===== src/rtl/core/sha_pkg.sv =====
// Shared types and constants for the SHA-256 stream hasher.
// No dependencies; imported by sha_ctrl, sha_dp and the top level.
package sha_pkg;

  localparam int BYTE_W  = 8;
  localparam int WORD_W  = 32;
  localparam int FILL_W  = 6;
  localparam int ROUND_W = 6;
  localparam int CNT_W   = 61;
  localparam int IDX_W   = 3;
  localparam int NWORDS  = 8;
  localparam int SCHED_W = 512;

  localparam logic [BYTE_W-1:0]  PAD_MARK        = 8'h80;
  localparam logic [FILL_W-1:0]  FILL_LAST       = 6'd63;
  localparam logic [FILL_W-1:0]  FILL_BEFORE_LEN = 6'd55;
  localparam logic [ROUND_W-1:0] ROUND_LAST      = 6'd63;
  localparam logic [IDX_W-1:0]   IDX_LAST        = 3'd7;

  localparam logic [WORD_W-1:0] IV_TAB [NWORDS] = '{
    32'h6a09e667, 32'hbb67ae85, 32'h3c6ef372, 32'ha54ff53a,
    32'h510e527f, 32'h9b05688c, 32'h1f83d9ab, 32'h5be0cd19
  };

  localparam logic [WORD_W-1:0] K_TAB [64] = '{
    32'h428a2f98, 32'h71374491, 32'hb5c0fbcf, 32'he9b5dba5,
    32'h3956c25b, 32'h59f111f1, 32'h923f82a4, 32'hab1c5ed5,
    32'hd807aa98, 32'h12835b01, 32'h243185be, 32'h550c7dc3,
    32'h72be5d74, 32'h80deb1fe, 32'h9bdc06a7, 32'hc19bf174,
    32'he49b69c1, 32'hefbe4786, 32'h0fc19dc6, 32'h240ca1cc,
    32'h2de92c6f, 32'h4a7484aa, 32'h5cb0a9dc, 32'h76f988da,
    32'h983e5152, 32'ha831c66d, 32'hb00327c8, 32'hbf597fc7,
    32'hc6e00bf3, 32'hd5a79147, 32'h06ca6351, 32'h14292967,
    32'h27b70a85, 32'h2e1b2138, 32'h4d2c6dfc, 32'h53380d13,
    32'h650a7354, 32'h766a0abb, 32'h81c2c92e, 32'h92722c85,
    32'ha2bfe8a1, 32'ha81a664b, 32'hc24b8b70, 32'hc76c51a3,
    32'hd192e819, 32'hd6990624, 32'hf40e3585, 32'h106aa070,
    32'h19a4c116, 32'h1e376c08, 32'h2748774c, 32'h34b0bcb5,
    32'h391c0cb3, 32'h4ed8aa4a, 32'h5b9cca4f, 32'h682e6ff3,
    32'h748f82ee, 32'h78a5636f, 32'h84c87814, 32'h8cc70208,
    32'h90befffa, 32'ha4506ceb, 32'hbef9a3f7, 32'hc67178f2
  };

  // Controller to datapath commands
  typedef struct packed {
    logic put;        // shift one byte into the block buffer
    logic put_pad;    // byte comes from the padding generator
    logic count;      // bump the message length
    logic pad_begin;  // rewind the padding generator
    logic comp_start; // load working variables from the chain value
    logic round;      // run one compression round
    logic comp_fin;   // fold working variables into the chain value
    logic out_load;   // copy the digest into the output buffer
    logic out_shift;  // advance the output buffer by one word
    logic restart;    // return to the initial hash value
  } sha_cmd_t;

  // Datapath to controller status
  typedef struct packed {
    logic fill_full;  // next byte completes the block
    logic round_last; // current round is the 64th
    logic pad_last;   // current pad byte is the last length byte
  } sha_stat_t;

endpackage


===== src/rtl/core/sha_ctrl.sv =====
// Controller state machine for the SHA-256 stream hasher.
// Depends on sha_pkg; drives sha_dp through sha_cmd_t and reads sha_stat_t.
module sha_ctrl (
  input  logic               clk,
  input  logic               rst,
  input  logic               s_tvalid,
  output logic               s_tready,
  input  logic               s_tuser,
  input  logic               s_tlast,
  output logic               m_tvalid,
  input  logic               m_tready,
  output logic [2:0]         m_tuser,
  output logic               m_tlast,
  output sha_pkg::sha_cmd_t  cmd,
  input  sha_pkg::sha_stat_t stat
);
  import sha_pkg::*;

  typedef enum logic [2:0] {
    S_IDLE,
    S_LOAD,
    S_ROUND,
    S_FIN,
    S_PAD,
    S_DONE
  } state_t;

  state_t           state;
  logic             pad_mode;
  logic             pad_end;
  logic             out_busy;
  logic [IDX_W-1:0] out_idx;
  logic             in_acc;
  logic             m_acc;

  assign s_tready = (state == S_IDLE);
  assign in_acc   = s_tvalid && s_tready;
  assign m_acc    = out_busy && m_tready;
  assign m_tvalid = out_busy;
  assign m_tuser  = out_idx;
  assign m_tlast  = (out_idx == IDX_LAST);

  always_comb begin
    cmd = '0;
    cmd.out_shift = m_acc;
    case (state)
      S_IDLE: begin
        if (in_acc) begin
          cmd.put       = s_tuser;
          cmd.count     = s_tuser;
          cmd.pad_begin = s_tlast;
        end
      end
      S_LOAD:  cmd.comp_start = 1'b1;
      S_ROUND: cmd.round      = 1'b1;
      S_FIN:   cmd.comp_fin   = 1'b1;
      S_PAD: begin
        cmd.put     = 1'b1;
        cmd.put_pad = 1'b1;
      end
      S_DONE: begin
        if (!out_busy) begin
          cmd.out_load = 1'b1;
          cmd.restart  = 1'b1;
        end
      end
      default: cmd = '0;
    endcase
  end

  always_ff @(posedge clk) begin
    if (rst) begin
      state    <= S_IDLE;
      pad_mode <= 1'b0;
      pad_end  <= 1'b0;
      out_busy <= 1'b0;
      out_idx  <= '0;
    end else begin
      if (m_acc) begin
        out_idx <= out_idx + 1'b1;
        if (out_idx == IDX_LAST) out_busy <= 1'b0;
      end
      case (state)
        S_IDLE: begin
          if (in_acc) begin
            pad_end <= 1'b0;
            if (s_tuser && stat.fill_full) begin
              state    <= S_LOAD;
              pad_mode <= s_tlast;
            end else if (s_tlast) begin
              state    <= S_PAD;
              pad_mode <= 1'b1;
            end
          end
        end
        S_LOAD: state <= S_ROUND;
        S_ROUND: begin
          if (stat.round_last) state <= S_FIN;
        end
        S_FIN: begin
          if (pad_end)       state <= S_DONE;
          else if (pad_mode) state <= S_PAD;
          else               state <= S_IDLE;
        end
        S_PAD: begin
          if (stat.pad_last)  pad_end <= 1'b1;
          if (stat.fill_full) state   <= S_LOAD;
        end
        S_DONE: begin
          // hold until the previous digest has drained
          if (!out_busy) begin
            state    <= S_IDLE;
            pad_mode <= 1'b0;
            pad_end  <= 1'b0;
            out_busy <= 1'b1;
            out_idx  <= '0;
          end
        end
        default: state <= S_IDLE;
      endcase
    end
  end

endmodule


===== src/rtl/core/sha_dp.sv =====
// Datapath for the SHA-256 stream hasher: block buffer / schedule window,
// round logic, chain value, padding generator and digest output buffer.
// Depends on sha_pkg; controlled by sha_ctrl.
module sha_dp (
  input  logic                      clk,
  input  logic                      rst,
  input  sha_pkg::sha_cmd_t         cmd,
  output sha_pkg::sha_stat_t        stat,
  input  logic [sha_pkg::BYTE_W-1:0] msg_byte,
  output logic [sha_pkg::WORD_W-1:0] digest_word
);
  import sha_pkg::*;

  function automatic logic [WORD_W-1:0] big_s0(input logic [WORD_W-1:0] x);
    big_s0 = {x[1:0], x[31:2]} ^ {x[12:0], x[31:13]} ^ {x[21:0], x[31:22]};
  endfunction

  function automatic logic [WORD_W-1:0] big_s1(input logic [WORD_W-1:0] x);
    big_s1 = {x[5:0], x[31:6]} ^ {x[10:0], x[31:11]} ^ {x[24:0], x[31:25]};
  endfunction

  function automatic logic [WORD_W-1:0] sml_s0(input logic [WORD_W-1:0] x);
    sml_s0 = {x[6:0], x[31:7]} ^ {x[17:0], x[31:18]} ^ {3'b000, x[31:3]};
  endfunction

  function automatic logic [WORD_W-1:0] sml_s1(input logic [WORD_W-1:0] x);
    sml_s1 = {x[16:0], x[31:17]} ^ {x[18:0], x[31:19]} ^ {10'd0, x[31:10]};
  endfunction

  logic [SCHED_W-1:0] sched;
  logic [WORD_W-1:0]  chain [NWORDS];
  logic [WORD_W-1:0]  v     [NWORDS];
  logic [WORD_W-1:0]  obuf  [NWORDS];
  logic [FILL_W-1:0]  fill;
  logic [CNT_W-1:0]   byte_count;
  logic [ROUND_W-1:0] rnd;
  logic               sent_mark;
  logic               len_active;
  logic [IDX_W-1:0]   len_idx;

  logic [63:0]        bit_len;
  logic [BYTE_W-1:0]  pad_byte;
  logic [BYTE_W-1:0]  in_byte;
  logic [WORD_W-1:0]  w_t, w_new, t1, t2, ch, mj;

  assign bit_len = {byte_count, 3'b000};

  always_comb begin
    if (!sent_mark)       pad_byte = PAD_MARK;
    else if (!len_active) pad_byte = '0;
    else                  pad_byte = bit_len[{IDX_LAST - len_idx, 3'b000} +: BYTE_W];
  end

  assign in_byte = cmd.put_pad ? pad_byte : msg_byte;

  // window holds W[t..t+15], W[t] in the top word
  assign w_t   = sched[511:480];
  assign w_new = w_t + sml_s0(sched[479:448]) + sched[223:192] + sml_s1(sched[63:32]);
  assign ch    = (v[4] & v[5]) ^ (~v[4] & v[6]);
  assign mj    = (v[0] & v[1]) ^ (v[0] & v[2]) ^ (v[1] & v[2]);
  assign t1    = v[7] + big_s1(v[4]) + ch + K_TAB[rnd] + w_t;
  assign t2    = big_s0(v[0]) + mj;

  assign stat.fill_full  = (fill == FILL_LAST);
  assign stat.round_last = (rnd == ROUND_LAST);
  assign stat.pad_last   = len_active && (len_idx == IDX_LAST);
  assign digest_word     = obuf[0];

  // control state
  always_ff @(posedge clk) begin
    if (rst) begin
      fill       <= '0;
      byte_count <= '0;
      rnd        <= '0;
      sent_mark  <= 1'b0;
      len_active <= 1'b0;
      len_idx    <= '0;
      for (int i = 0; i < NWORDS; i++) chain[i] <= IV_TAB[i];
    end else begin
      if (cmd.put)   fill <= fill + 1'b1;
      if (cmd.count) byte_count <= byte_count + 1'b1;
      if (cmd.pad_begin) begin
        sent_mark  <= 1'b0;
        len_active <= 1'b0;
        len_idx    <= '0;
      end else if (cmd.put && cmd.put_pad) begin
        sent_mark <= 1'b1;
        if (len_active)                  len_idx    <= len_idx + 1'b1;
        else if (fill == FILL_BEFORE_LEN) len_active <= 1'b1;
      end
      if (cmd.comp_start) rnd <= '0;
      else if (cmd.round) rnd <= rnd + 1'b1;
      if (cmd.restart) begin
        fill       <= '0;
        byte_count <= '0;
        for (int i = 0; i < NWORDS; i++) chain[i] <= IV_TAB[i];
      end else if (cmd.comp_fin) begin
        for (int i = 0; i < NWORDS; i++) chain[i] <= chain[i] + v[i];
      end
    end
  end

  // payload registers
  always_ff @(posedge clk) begin
    if (cmd.put) sched <= {sched[SCHED_W-BYTE_W-1:0], in_byte};
    else if (cmd.round) sched <= {sched[SCHED_W-WORD_W-1:0], w_new};

    if (cmd.comp_start) begin
      for (int i = 0; i < NWORDS; i++) v[i] <= chain[i];
    end else if (cmd.round) begin
      v[7] <= v[6];
      v[6] <= v[5];
      v[5] <= v[4];
      v[4] <= v[3] + t1;
      v[3] <= v[2];
      v[2] <= v[1];
      v[1] <= v[0];
      v[0] <= t1 + t2;
    end

    if (cmd.out_load) begin
      for (int i = 0; i < NWORDS; i++) obuf[i] <= chain[i];
    end else if (cmd.out_shift) begin
      for (int i = 0; i < NWORDS - 1; i++) obuf[i] <= obuf[i+1];
    end
  end

endmodule


===== src/rtl/core/sha256_stream_hasher_top.sv =====
// Top level of the SHA-256 stream hasher: controller plus datapath.
// Depends on sha_pkg, sha_ctrl and sha_dp.
//
//  channel  dir  tdata             tuser          tlast
//  s_*      in   message_byte[7:0] byte_valid     end_of_message
//  m_*      out  digest_word[31:0] word_index[2:0] final_word
//
// Bytes are taken while idle; each full 64-byte block then stalls input for
// its compression (load, 64 rounds on the single round unit, chain fold).
// End of message adds padding bytes (marker, zeros, 64-bit length) and one or
// two more compressions, then eight output transactions from the digest buffer.
// The next message is taken while the digest drains; its end waits for the
// buffer to empty. Reset is synchronous and restores the initial hash value.
module sha256_stream_hasher_top (
  input  logic        clk,
  input  logic        rst,
  input  logic        s_tvalid,
  output logic        s_tready,
  input  logic [7:0]  s_tdata,  // [7:0] message_byte
  input  logic        s_tuser,  // [0] byte_valid
  input  logic        s_tlast,
  output logic        m_tvalid,
  input  logic        m_tready,
  output logic [31:0] m_tdata,  // [31:0] digest_word
  output logic [2:0]  m_tuser,  // [2:0] word_index
  output logic        m_tlast
);
  import sha_pkg::*;

  sha_cmd_t  cmd;
  sha_stat_t stat;

  sha_ctrl u_ctrl (
    .clk      (clk),
    .rst      (rst),
    .s_tvalid (s_tvalid),
    .s_tready (s_tready),
    .s_tuser  (s_tuser),
    .s_tlast  (s_tlast),
    .m_tvalid (m_tvalid),
    .m_tready (m_tready),
    .m_tuser  (m_tuser),
    .m_tlast  (m_tlast),
    .cmd      (cmd),
    .stat     (stat)
  );

  sha_dp u_dp (
    .clk         (clk),
    .rst         (rst),
    .cmd         (cmd),
    .stat        (stat),
    .msg_byte    (s_tdata),
    .digest_word (m_tdata)
  );

`ifndef SYNTHESIS
  // the last length byte must land at the final buffer position
  a_len_align: assert property (@(posedge clk) disable iff (rst)
    (cmd.put && stat.pad_last) |-> stat.fill_full)
    else $error("length field misaligned in padding block");

  a_no_accept_in_round: assert property (@(posedge clk) disable iff (rst)
    cmd.round |-> !s_tready)
    else $error("input accepted during compression");

  a_last_drains: assert property (@(posedge clk) disable iff (rst)
    (m_tvalid && m_tready && m_tlast) |=> !m_tvalid)
    else $error("digest output continued past final word");

  a_index_steps: assert property (@(posedge clk) disable iff (rst)
    (m_tvalid && m_tready && !m_tlast) |=>
      (m_tvalid && (m_tuser == 3'($past(m_tuser) + 3'd1))))
    else $error("digest word index did not advance");
`endif

endmodule


===== config.mk =====
export PLATFORM = sky130hd
export DESIGN_NAME = sha256_stream_hasher_top
export DESIGN_NICKNAME = d
export VERILOG_FILES = /design/src/rtl/core/sha_pkg.sv /design/src/rtl/core/sha_ctrl.sv /design/src/rtl/core/sha_dp.sv /design/src/rtl/core/sha256_stream_hasher_top.sv
export SDC_FILE = /design/constraint.sdc
export NUM_CORES = 2
export LEC_CHECK = 0
export BUFFER_PORTS_ARGS = -buffer_cell sky130_fd_sc_hd__buf_4
export CORE_UTILIZATION = 25
export CTS_CLUSTER_SIZE = 10
export DETAILED_ROUTE_END_ITERATION = 8
export GPL_TIMING_DRIVEN = 1
export PLACE_DENSITY = 0.46
export SETUP_SLACK_MARGIN = 0.1
export SLEW_MARGIN = 20
export SYNTH_ARGS = -nofsm -noshare
export SYNTH_HDL_FRONTEND = slang
export SYNTH_SLANG_ARGS = --single-unit

===== constraint.sdc =====
create_clock -name clk -period 14.38 [get_ports clk]
set_input_delay 2.157 -clock clk [delete_from_list [all_inputs] [get_ports clk]]
set_output_delay 2.157 -clock clk [all_outputs]
set_load 0.03 [all_outputs]

# == Word level (Yosys, flattened, before mapping) ==
# Memory sizes are Yosys's and may differ from the RTL's.
# Cells that the tools add are included.
# word_totals
register_bits,599
output_inout_bits,38
mem_bits_ro,2048
mem_bits_rw,768
memories,4
in_bits,14
elab_cells,217
# memory_table
name,depth,word_bits,read_ports,rd_clocked_by_memory_dff,write_ports,line,source
(name not given),64,32,1,0,0,sha_dp.sv:61,assign t1 = v[7] + big_s1(v[4]) + ch + K_TAB[rnd] + w_t;
u_dp.chain,8,32,8,0,8,sha_dp.sv:31,logic [WORD_W-1:0] chain [NWORDS];
u_dp.obuf,8,32,8,0,8,sha_dp.sv:33,logic [WORD_W-1:0] obuf [NWORDS];
u_dp.v,8,32,8,0,8,sha_dp.sv:32,logic [WORD_W-1:0] v [NWORDS];
# classes
order_cmp,1
n_mux,93
add_sub_neg,24
n_bitwise,49
n_shift,1
n_eq_ne,16
reduce_logical,17
# op_table
cell,count
$mux W32,33
$mux W512,2
$add A32 B32 Y32,18
$xor A32 B32 Y32,9
$and A32 B32 Y32,5
$shiftx A64 B7 Y8,1
$add A61 B1 Y61 const B,1
$mux W1,38
$mux W3,11
$not A32 Y32,1
$xor A32 B22 Y32,1
$xor A32 B29 Y32,1
$or A1 B1 Y1,31
$mux W8,3
$eq A6 B6 Y1 const B,3
$pmux W3 S6,1
$add A6 B1 Y6 const B,2
$eq A3 B3 Y1 const B,4
$ne A2 B2 Y1 const B,4
$reduce_and A4 Y1,2
$ge A7 B7 Y1 const B,1
$not A6 Y7,1
$add A3 B1 Y3 const B,2
$eq A3 B2 Y1 const B,2
other kinds (15),24

# == Longest topological paths before layout ==
# An unclocked memory read counts as a cell.
# depth
ltp_word,9
ltp_mapped,41
depth_no_buf,39

# == Modules after synthesis ==
# From an unflattened synthesis, not the netlist that was laid out.
# unflattened
cells_unflattened,7551
area_unflattened_um2,83854.2
# modules_own_cells
module,cells_per_inst,instances,area_per_inst_um2,seq_area_each_um2
sha_dp,7481,1,83238.6,39678.1
sha_ctrl,70,1,615.6,180.2

# == Worst setup path before layout ==
# Ideal clock, no wire load.
# synth_path
kind,input -> register
startpoint,input port s_tvalid
endpoint,"register u_dp.sched[0], enable pin"
arrival_ps,11313
path_slack_ps,-565
path_buffers,2
t_required_ps,10748
path_stages,5
path_cell_list,a21oi_1 nand2b_1 clkbuf_1 clkbuf_1 nand2_1
# synth_via
elab_chain_cells,4
# synth_lines
item,line,source
start: declaration,sha256_stream_hasher_top.sv:17,"input logic s_tvalid,"
$logic_and A1 B1 Y1,sha_ctrl.sv:37,assign in_acc = s_tvalid && s_tready;
$mux W1,sha_ctrl.sv:48,if (in_acc) begin
$pmux W1 S2,sha_ctrl.sv:46,case (state)
$reduce_bool A2 Y1 (no source line),--,
end signal: assignment,sha_dp.sv:105,"if (cmd.put) sched <= {sched[SCHED_W-BYTE_W-1:0], in_byte};"
end signal: assignment,sha_dp.sv:106,"else if (cmd.round) sched <= {sched[SCHED_W-WORD_W-1:0], w_new};"
end: declaration,sha_dp.sv:30,logic [SCHED_W-1:0] sched;
# Every way passes these cells.
# A chain may end at the register's enable or synchronous reset.

==> metrics.txt <==
die area=336000 um^2; critical path startpoint=u_dp.rnd[0]$_SDFFE_PP0P_; DIE WIDTH=579 um; DR WL/cell=21.0 um; register area share after synthesis=47.8%; highest-delay cell along the critical path=xnor2_1; Setup CP Type=flop to flop; Hold Fails Final Rpt=0; final core utilization=28.2%; Ports=52; CP Data Required Time=14910 ps; First DRT Iteration DRCs=4762; max_cap viols=0; maximum clock insertion buffer count=4; pin count of the biggest net entering global routing=233; post-synthesis register bit count=1367; global route total overflow=0; most frequent cells in the layout=nand2_1 (2443), edfxtp_1 (1248), nor2_1 (400); top cells by area, synth=edfxtp_1 (45%), nand2_1 (11%), ha_1 (5.9%); final setup vio count=0; synth warn=0; via count=60.5k; Min-Delay Startpoint=u_dp.len_idx[1]$_SDFFE_PP0P_; worst slew pin tran=1200 ps; Final nets=8856; share of layout cells above drive strength 1=8.30%; syn_nets=9011; RSZ-0062 raised after global routing=no; crit path capture type=flop; DRT antenna net count=0; WHS=472 ps; CP Max Fanout=28; Hold Crit Class=flop to flop; Sink Count=1367; outcome=completed; row count=211; Setup Buffers After CTS=0; setup TNS=0 ps; first-pass GRT wire length=398000 um; part of the cycle the worst path needs=69.7%; Fillers=34.8k; fin. max-slew vios=0; initial antenna violation count=5; CTS root buf=clkbuf_16; drt pass-1 iters=6; GPL Wtd Cong=0.895; Slew HR=19.7%; area delta synth->final=11.8%; reg2reg start=u_dp.rnd[0]$_SDFFE_PP0P_; Final min period=10020 ps; Synth Cell Area=83400 um^2; post-DP HPWL=190000 um; worst-skew pair later-pin latency=890 ps; number of buffers added on ports=51; PnR worst setup slack=4360 ps; Core Footprint=331000 um^2; Tot GR Track Use=15.6%; Worst Path Arrival=10550 ps; H-Tree Depth=4; hold-fix buffers at CTS=0; routed vias/inst=4.75; vias in the first global route=60.9k; Chip Height=579 um; CP Launch Type=flop; Fin Clk Skew=102 ps; Post-synth ARST share=0%; WL final=267000 um; total CTS buffers=173; Synth top area share=45.0%; syn_area_per_cell=9.92 um^2; post_cts resized=0; number of synthesized flops with an enable pin=1248; Initial Util=25.2%; Yosys top cell by area=edfxtp_1; Synth cell types=96; Mapped Cells=8406; flop2flop setup slack=4360 ps; Crit path largest cell delay=550 ps; commonest non-fill, non-tap cell in the layout=nand2_1; fmax=99.8 MHz; Primary FF master, synth=edfxtp_1; post-place setup slack=4380 ps; CTS tree=built; Post-route DRC=0; clk slew on worst S/H paths=50 ps
-- synthesized netlist by cell type, drive strengths merged, types with 17 or more instances --
cell    number
a21oi      392
a211oi      61
nand2     2449
or2         23
a21o       183
xnor2      396
maj3        22
a221oi      17
dfxtp      119
buf         46
mux4        17
ha         396
a31oi       40
inv        275
fa         195
and2        18
o31ai       22
o21bai      41
nor2       406
nor3b       24
mux2i       20
o21a        58
and3        56
edfxtp    1248
nor3        82
o21ai      374
mux2       256
nor2b       58
nand4       40
nand2b      62
xor2       209
nand3       89
or3         47
clkbuf     425
o211ai      45
-- layout make-up --
cell class              instances  area (um^2)  area share, %
inverters                     278         1050           1.12
well taps                    4366         5460           5.86
clock inverters                42          372          0.399
multi-input cells            6290        40600           43.6
clock buffers                 239         4670           5.01
flip-flops and latches       1367        39900           42.8
repair buffers                141         1150           1.23
diodes                          1         2.50        0.00268
-- critical path: cells and delay by family (launching register included) --
family	cells	cell delay, ps
xor+xnor	3	830
simple gates	5	1320
buf+inv	6	1200
compound gates	14	2330
flops	1	300
fa+ha+maj	8	3220
mux	1	520
-- layer usage --
| metal | up-vias | global-route usage, % | wire (um) |
|---|---|---|---|
| met5 | - | 0 | 0 |
| met4 | 0 | 4.96 | 8520 |
| met3 | 370 | 1.87 | 12300 |
| met2 | 1478 | 25.1 | 121000 |
| met1 | 29900 | 21.7 | 125000 |
| li1 | 28800 | - | - |
-- stage by stage --
stage | cells | area [um^2]
after floorplan | 8406 | 83400
after global placement | 12400 | 88100
after detailed placement | 12400 | 88100
after CTS | 12700 | 93200
after global routing | 12700 | 93200
final | 12700 | 93200
-- registers in the layout, indices dropped and copies added, names as in the netlist, 3 cells and up --
signal / flops
u_dp.fill: 6
u_dp.byte_count: 61
u_ctrl.m_tuser: 3
u_dp.chain: 256
u_dp.rnd: 6
u_dp.obuf: 256
u_dp.len_idx: 3
u_dp.v: 256
u_dp.sched: 512
u_ctrl.state: 3
-- cell families (layout without fill, tap and decap cells) --
family | after synthesis | count (layout) | share of synthesized area (%)
buf+inv | 749 | 700 | 3.53
mux | 293 | 293 | 4.16
other cells | 0 | 1 | 0
compound gates | 1386 | 1386 | 10.4
fa+ha+maj | 613 | 613 | 10.9
simple gates | 3393 | 3393 | 16.8
flops | 1367 | 1367 | 47.8
xor+xnor | 605 | 605 | 6.36
-- path summary, 6_finish.rpt --
kind,to,cells after the start
hold / removal,u_dp.len_idx[1]$_SDFFE_PP0P_,2
hold reg to reg,u_dp.len_idx[1]$_SDFFE_PP0P_,2
setup / recovery,u_dp.v[0][31]$_DFFE_PP_,37
setup reg to reg,u_dp.v[0][31]$_DFFE_PP_,37
Power is left out: the tool's default activity adds up to more than one toggle a clock period on the data nets, which glitch-free logic cannot reach.
